`src/sv/dfsac_pkg.sv`:
```
// Shared types and constants for the dual cache simulation unit.
// No dependencies.
package dfsac_pkg;
	localparam int CNT_W = 32;
	localparam int CFG_IDX_W = 2;
	localparam int CFG_DATA_W = 6;

	localparam logic [CFG_IDX_W-1:0] CFG_OFFSET_BITS = 2'd0;
	localparam logic [CFG_IDX_W-1:0] CFG_INDEX_BITS  = 2'd1;
	localparam logic [CFG_IDX_W-1:0] CFG_WAY_COUNT   = 2'd2;

	localparam logic [5:0] OFFSET_RESET = 6'd6;
	localparam logic [3:0] INDEX_RESET  = 4'd0;
	localparam logic [3:0] WAYS_RESET   = 4'd1;

	typedef struct packed {
		logic pop;
		logic clearing;
	} dfsac_ctl_t;

	function automatic logic [CNT_W-1:0] sat_inc(input logic [CNT_W-1:0] c, input logic en);
		logic [CNT_W-1:0] r;
		r = c;
		if (en && (c != {CNT_W{1'b1}})) begin
			r = c + CNT_W'(1);
		end
		return r;
	endfunction
endpackage

```
`src/sv/dfsac_front.sv`:
```
// Front part: configuration registers, set and tag extraction for both caches,
// and a two-entry queue toward the back part. Depends on dfsac_pkg.
module dfsac_front import dfsac_pkg::*; #(
	parameter int ADDR_BITS = 48,
	parameter int MAX_SETS  = 1024,
	parameter int MAX_WAYS  = 8
) (
	input  logic                                        clk,
	input  logic                                        arst_n,
	input  logic                                        cfg_valid,
	output logic                                        cfg_ready,
	input  logic [CFG_IDX_W-1:0]                        cfg_index,
	input  logic [CFG_DATA_W-1:0]                       cfg_data,
	input  logic                                        in_valid,
	output logic                                        in_ready,
	input  logic                                        in_kind,
	input  logic [ADDR_BITS-1:0]                        in_addr,
	input  dfsac_ctl_t                                  ctl,
	output logic                                        q_valid,
	output logic                                        q_kind,
	output logic [(MAX_SETS > 1 ? $clog2(MAX_SETS) : 1)-1:0] q_set_a,
	output logic [ADDR_BITS-1:0]                        q_tag_a,
	output logic [(MAX_SETS > 1 ? $clog2(MAX_SETS) : 1)-1:0] q_set_b,
	output logic [ADDR_BITS-1:0]                        q_tag_b,
	output logic [$clog2(MAX_WAYS+1)-1:0]               ways
);
	localparam int SET_W = MAX_SETS > 1 ? $clog2(MAX_SETS) : 1;
	localparam int IDX_MAX = ((1 << $clog2(MAX_SETS)) > MAX_SETS) ?
		$clog2(MAX_SETS) - 1 : $clog2(MAX_SETS);
	localparam int OFF_W = $clog2(ADDR_BITS + 1);
	localparam int WCW = $clog2(MAX_WAYS + 1);

	typedef struct packed {
		logic                 kind;
		logic [SET_W-1:0]     set_a;
		logic [ADDR_BITS-1:0] tag_a;
		logic [SET_W-1:0]     set_b;
		logic [ADDR_BITS-1:0] tag_b;
	} ent_t;

	logic [5:0] cfg_off_q;
	logic [3:0] cfg_idx_q;
	logic [3:0] cfg_way_q;
	logic [OFF_W-1:0] off_c, rem_c, idx_c, tbits_c;
	logic [SET_W-1:0] setmask_c;
	logic [ADDR_BITS-1:0] shifted_c;
	ent_t new_ent;
	ent_t ent_q [2];
	logic wp_q, rp_q;
	logic [1:0] cnt_q;
	logic push;

	assign cfg_ready = 1'b1;

	always_ff @(posedge clk or negedge arst_n) begin
		if (!arst_n) begin
			cfg_off_q <= OFFSET_RESET;
			cfg_idx_q <= INDEX_RESET;
			cfg_way_q <= WAYS_RESET;
		end else if (cfg_valid) begin
			unique case (cfg_index)
				CFG_OFFSET_BITS: cfg_off_q <= cfg_data;
				CFG_INDEX_BITS:  cfg_idx_q <= cfg_data[3:0];
				CFG_WAY_COUNT:   cfg_way_q <= cfg_data[3:0];
				default: ;
			endcase
		end
	end

	always_comb begin
		if (cfg_way_q == 4'd0) begin
			ways = WCW'(1);
		end else if (32'(cfg_way_q) > MAX_WAYS) begin
			ways = WCW'(MAX_WAYS);
		end else begin
			ways = WCW'(cfg_way_q);
		end
	end

	always_comb begin
		off_c = (32'(cfg_off_q) > ADDR_BITS) ? OFF_W'(ADDR_BITS) : OFF_W'(cfg_off_q);
		rem_c = OFF_W'(ADDR_BITS) - off_c;
		idx_c = OFF_W'(cfg_idx_q);
		if (idx_c > rem_c) begin
			idx_c = rem_c;
		end
		if (32'(idx_c) > IDX_MAX) begin
			idx_c = OFF_W'(IDX_MAX);
		end
		tbits_c = rem_c - idx_c;
		setmask_c = ~({SET_W{1'b1}} << idx_c);
		shifted_c = in_addr >> off_c;
		new_ent.kind = in_kind;
		new_ent.set_a = shifted_c[SET_W-1:0] & setmask_c;
		new_ent.tag_a = in_addr >> (off_c + idx_c);
		new_ent.set_b = SET_W'(in_addr >> (OFF_W'(ADDR_BITS) - idx_c)) & setmask_c;
		new_ent.tag_b = shifted_c & ~({ADDR_BITS{1'b1}} << tbits_c);
	end

	assign in_ready = (cnt_q != 2'd2) && !ctl.clearing;
	assign push = in_valid && in_ready;
	assign q_valid = cnt_q != 2'd0;
	assign q_kind  = ent_q[rp_q].kind;
	assign q_set_a = ent_q[rp_q].set_a;
	assign q_tag_a = ent_q[rp_q].tag_a;
	assign q_set_b = ent_q[rp_q].set_b;
	assign q_tag_b = ent_q[rp_q].tag_b;

	always_ff @(posedge clk) begin
		if (push) begin
			ent_q[wp_q] <= new_ent;
		end
	end

	always_ff @(posedge clk or negedge arst_n) begin
		if (!arst_n) begin
			wp_q <= 1'b0;
			rp_q <= 1'b0;
			cnt_q <= 2'd0;
		end else begin
			if (push) begin
				wp_q <= ~wp_q;
			end
			if (ctl.pop) begin
				rp_q <= ~rp_q;
			end
			cnt_q <= cnt_q + 2'(push) - 2'(ctl.pop);
		end
	end
endmodule

```
`config.mk`:
```
export PLATFORM = sky130hd
export DESIGN_NAME = dfsac_front
export DESIGN_NICKNAME = d
export VERILOG_FILES = /design/src/sv/dfsac_pkg.sv /design/src/sv/dfsac_front.sv
export SDC_FILE = /design/constraint.sdc
export NUM_CORES = 1
export LEC_CHECK = 0
export BUFFER_PORTS_ARGS = -buffer_cell sky130_fd_sc_hd__buf_4
export CAP_MARGIN = 10
export CELL_PAD_IN_SITES_DETAIL_PLACEMENT = 1
export CELL_PAD_IN_SITES_GLOBAL_PLACEMENT = 1
export CORE_ASPECT_RATIO = 1.5
export CORE_MARGIN = 2
export CORE_UTILIZATION = 48
export CTS_CLUSTER_DIAMETER = 80
export DETAILED_ROUTE_END_ITERATION = 16
export GPL_ROUTABILITY_DRIVEN = 0
export PLACE_DENSITY = 0.87
export SYNTH_ARGS = -nofsm -noshare
export SYNTH_HDL_FRONTEND = slang
export SYNTH_SLANG_ARGS = --single-unit
```
`constraint.sdc`:
```
create_clock -name clk -period 8 [get_ports clk]
set_input_delay 0 -clock clk [delete_from_list [all_inputs] [get_ports clk]]
set_output_delay 0 -clock clk [all_outputs]
set_load 0.01 [all_outputs]
```
== Yosys cells after proc, flatten, opt, wreduce, memory -nomap -nowiden ==
Memories as Yosys holds them, arrays and structs flattened.
Cells that the tools add are included.
W data, S select, Z words.
Storage, ports and cells
  register bits: 18
  memory bits (writable): 234
  bits of input ports: 63
  output and inout bits: 124
  logic and storage cells: 48
  memories: 1
Memories
  ent_q: depth 2, bits a word 117, rd ports 1, clocked after memory_dff 0, wr ports 1, RTL line dfsac_front.sv:48  | ent_t ent_q [2];
Operators by class
  add/subtract/negate cells: 6
  $lt $le $gt $ge: 4
  eq/ne operators: 3
  shift operators: 5
  multiplexer cells: 7
  bitwise operators: 7
  reductions and logical operators: 9
Operator list (number)
  $shr A48 B6 Y48: 2
  $and A48 B48 Y48: 1
  $not A48 Y48: 1
  $shl A48 B6 Y48 const A: 1
  $shr A48 B6 Y10: 1
  $and A10 B10 Y10: 2
  $mux W6: 3
  $sub A6 B6 Y6 const A: 2
  $not A10 Y10: 1
  $shl A10 B6 Y10 const A: 1
  $mux W4: 2
  $add A6 B6 Y6: 1
  $gt A4 B6 Y1: 1
  $gt A6 B4 Y1 const B: 1
  $gt A6 B6 Y1 const B: 1
  $reduce_and A2 Y1: 3
  $sub A6 B6 Y6: 1
  $gt A4 B4 Y1 const B: 1
  $logic_not A4 Y1: 1
  $add A2 B1 Y2: 1
  $eq A2 B1 Y1 const B: 1
  $eq A2 B2 Y1 const B: 1
  $logic_and A1 B1 Y1: 2
  $logic_not A2 Y1: 1
  other kinds (6): 8

== Depth between registers and ports, before layout ==
  depth in word-level cells: 11
  gate-level depth with buffers: 28
  depth with buffers taken out: 23

== Worst setup path before layout ==
No wires, ideal clock.
  path type: register to register
  from: reg cfg_off_q[4]
  to: mem ent_q[0][77] (netlist name) (data pin)
  library setup time: 0.270 ns
  arrival: 6.048 ns
  setup slack: 1.681 ns
  cell stages (with the launch flop): 29
  path buffers: 7
  clock period less this slack: 6.319 ns
  path through: dfrtp_1 -> buf_2 -> a21bo_2 -> clkbuf_1 -> buf_1 -> ha_1 -> xnor2_1 -> inv_1 -> ha_1 -> o21a_1 -> o21ai_0 -> or4_1 -> buf_4 -> mux2_4 -> buf_6 -> inv_2 -> ha_1 -> inv_1 -> fa_1 -> clkbuf_1 -> buf_1 -> mux2i_1 -> mux2i_1 -> nand2_1 -> o21ai_0 -> o21ai_0 -> nor2_1 -> a21oi_1 -> nor2_1
RTL lines
  from (decl): RTL line dfsac_front.sv:41  | logic [5:0] cfg_off_q;
  from (signal assigned): RTL line dfsac_front.sv:62  | CFG_OFFSET_BITS: cfg_off_q <= cfg_data;
  to (decl): RTL line dfsac_front.sv:48

==> impl_metrics.csv <==
group,metric,value,unit
placement,dp_hpwl,41200,um
cells_and_area,antennaDiodeCount,0,
cts,cts.sinks,252,
worst_hold_path,whs_path_depth,5,
route,via_per_inst,6.47,
cells_and_area,area_delta_synth_final,16.7,%
setup_path,end_kind,"flop",
setup_path,crit_path_end,"ent_q[0][70]$_DFFE_PP_",
global_route,grtUsageMet3,3.89,%
route,drtIter0Drc,1087,
setup_path,crit_required,8.25,ns
cts,cts_root_buf,"clkbuf_16",
sta,rsz0062_at_grt,"false",
cells_and_area,utilization,56.6,%
flow_run,cap_viol_max_count,0,
floorplanning,core,0.0342,mm2
outcome,run_status,"finished clean",
setup_path,reg2reg_slack,0.67,ns
yosys,avgSynthCellArea,11.4,um2
route,detail-route-antenna-nets,0,
floorplanning,start_util,48.5,%
sta,setup_viol,0,
power_and_ir_drop,p_per_area,501,mW/mm2
cts,cts_tree,"built",
route,dr.pass1.iters,5,
setup_path,ff2ff_path_depth,23,
power_and_ir_drop,power_leakage,7.50,nW
sta,maxClockFrequency,136,MHz
cts,path_clk_slew,0.06,ns
global_route,grt_pass1_wl,84500,um
cts,holdBufCountCts,24,
placement,placed_area,0.0183,mm2
setup_path,path_class,"reg2reg",
yosys,yosysWarningCount,0,
global_route,met2_usage,56.2,%
setup_path,critPathMaxFanout,28,
global_route,antenna_found_initial,1,
yosys,yosys-top-cells-area,"edfxtp_1 (42%), mux4_2 (10%), mux2_2 (9.5%), mux2i_1 (8.4%), nand2_1 (4.0%)",
sta,min_period_over_period,91.6,%
route,dr_total_vias,13300,
global_route,grt_max_degree,70,
global_route,grt_util_all_layers,30.9,%
sta,slew_violations,0,
cells_and_area,drive_above_1_share,30.1,%
power_and_ir_drop,ir_drop,0.268,mV
setup_path,cp.arrival,7.58,ns
yosys,synth_top_area_cell,"edfxtp_1",
sta,slew_headroom,16.4,%
cells_and_area,final_cells,2052,
cts,numCtsBuffers,25,
global_route,gr-total-overflow,0,
yosys,synth_area,0.0166,mm2
setup_path,rr_endpoint,"ent_q[0][70]$_DFFE_PP_",
cells_and_area,fillCellCount,3549,
yosys,ys_ff_latch,252,
placement,io_buffers,185,
cells_and_area,final_area,0.0193,mm2
yosys,ys_types,68,
global_route,busiest_layer,"met2",
cts,postCtsSetupBuffers,0,
floorplanning,die_y,231,um
global_route,grt_pass1_vias,14000,
route,drc,0,
sta,hold_viol_final,0,
floorplanning,ioPinCount,187,
yosys,synthCells,1457,
power_and_ir_drop,power.total,9.69,mW
global_route,met1_usage,33.4,%
yosys,yosysTopAreaCellShare,42.4,%
cts,clkLatencyLatePin,0.56,ns
route,wl,56300,um
placement,dp_cells,1984,
sta,setup_tns,0,ns
setup_path,reg2reg_from,"cfg_off_q[4]$_DFFE_PN0P_",
route,avgRoutedWirePerCell,27.4,um
sta,worstMarginPinSlew,1.22,ns
yosys,synth_edf_count,234,
cts,cts_buffer_depth,3,
setup_path,setup.worst_path.start,"cfg_off_q[4]$_DFFE_PN0P_",
sta,fin_crit,7.33,ns
floorplanning,num_rows,83,
cts,h-tree-depth,1,
sta,final.setup_skew,0.0136,ns
yosys,synth_ff_type,"edfxtp_1",
cells_and_area,nNetsFinal,1693,
cts,cts_resized,0,
yosys,synth-seq-area-share,45.2,%
worst_hold_path,hold_path_class,"in2reg",
yosys,async_reset_ff_share,7.14,%
setup_path,start_kind,"flop",
floorplanning,die_x,156,um
floorplanning,dieArea,0.0360,mm2
synth_stat cells, types with 3 or more instances:
cell type,number
edfxtp_1,234
nand2_1,175
mux2_2,139
mux2i_1,139
nor2_1,124
clkbuf_1,81
a21oi_1,77
mux4_2,76
o21ai_0,64
nor3_1,32
nand3_1,23
buf_1,20
and2_1,18
and3_1,18
ha_1,18
xnor2_1,17
a211oi_1,16
a31oi_1,16
inv_1,16
dfrtp_1,15
o22ai_1,10
nand2b_1,9
a22oi_1,8
buf_2,8
nor2b_1,8
xor2_1,7
a2bb2oi_1,6
o22a_1,6
a2111oi_0,5
clkinv_1,4
nand3b_1,4
nor3b_1,4
a21boi_0,3
buf_4,3
dfstp_2,3
inv_2,3
nor4_1,3
o21a_1,3
o21ai_1,3
o31a_1,3
kinds of logic after synthesis:
kind of cell / synth area share (%)
adders and majority gates: 1.60
buffers and inverters: 3.26
muxes: 28.4
AOI/OAI and AO/OA: 8.80
other: 0.0454
DFF: 45.2
xor gates and xnor gates: 1.37
and+or+nand+nor: 11.3
state kept, by name, indices dropped and copies added (netlist names):
signal and flops:
wp_q 1, cnt_q 2, cfg_idx_q 4, ent_q 234, cfg_off_q 6, cfg_way_q 4, rp_q 1
metal layers:
metal	vias up	part of all wire, %
met4	2	7.6
met3	239	6.0
met5	-	0.023
met1	6527	34
met2	727	52
li1	5786	-
worst min-delay path by stage:
| stage | start | end | slack [ns] |
|---|---|---|---|
| after floorplan | arst_n | cfg_idx_q[0]$_DFFE_PN0P_ | -0.30 |
| after global placement | arst_n | cfg_idx_q[1]$_DFFE_PN0P_ | -0.11 |
| final | in_addr[32] | ent_q[1][48]$_DFFE_PP_ | 0.16 |
| after global routing | ctl[1] | rp_q$_DFFE_PN0P_ | 0.17 |
| after detailed placement | arst_n | cfg_idx_q[1]$_DFFE_PN0P_ | -0.11 |
| after CTS | in_addr[32] | ent_q[1][48]$_DFFE_PP_ | 0.13 |
final cells by class:
type	instances	area (um2)	share of cell area, %
Timing Repair Buffer	237	1840	9.52
Multi-Input combinational cell	1071	8630	44.6
Inverter	23	86.3	0.447
Tap cell	425	532	2.75
Sequential cell	252	7480	38.7
Clock buffer	31	648	3.35
Clock inverter	13	109	0.563
critical path, cell delays in order, from the launching register on:
cell	delay, ns
dfrtp_1	0.36
buf_4	0.22
a21bo_2	0.24
buf_4	0.23
ha_1	0.30
xnor2_1	0.41
inv_1	0.14
ha_1	0.34
o21a_1	0.13
o21ai_0	0.11
nor4_2	0.82
mux2i_1	0.31
nand2_1	0.17
and2_1	0.24
inv_1	0.13
fa_2	0.96
buf_4	0.42
mux4_2	0.37
mux2i_1	0.36
nand2_1	0.13
o21ai_0	0.25
nand2_1	0.10
o21ai_0	0.08
o21ai_0	0.18
per-stage QoR:
| step | hold slack, ns | worst slack (ns) |
|---|---|---|
| floorplan | -0.296 | 1.68 |
| global placement | -0.113 | 1.26 |
| detailed placement | -0.112 | 0.862 |
| CTS | 0.127 | 0.838 |
| global route | 0.170 | 0.362 |
| finish | 0.164 | 0.670 |
power by group:
part | internal (mW) | switching (mW) | total (mW)
Clock | 0.611 | 0.512 | 1.12
Combinational | 2.36 | 4.05 | 6.41
Sequential | 2.01 | 0.143 | 2.15
cells in the final DEF, fill, tap and decap left out, types with 8 or more instances in the layout:
master / synthesis / final
a211oi_1: 16 / 16
a21oi_1: 77 / 77
a22oi_1: 8 / 8
a31oi_1: 16 / 16
and2_1: 18 / 18
and3_1: 18 / 17
buf_4: 3 / 213
clkbuf_16: 0 / 25
clkinv_1: 4 / 9
dfrtp_1: 15 / 14
dlygate4sd3_1: 0 / 24
edfxtp_1: 234 / 234
ha_1: 18 / 17
inv_1: 16 / 15
mux2_2: 139 / 139
mux2i_1: 139 / 139
mux4_2: 76 / 76
nand2_1: 175 / 175
nand2b_1: 9 / 9
nand3_1: 23 / 23
nor2_1: 124 / 123
nor2b_1: 8 / 8
nor3_1: 32 / 32
o21ai_0: 64 / 64
o22ai_1: 10 / 10
xnor2_1: 17 / 13
(Power assumes the default switching activity.)
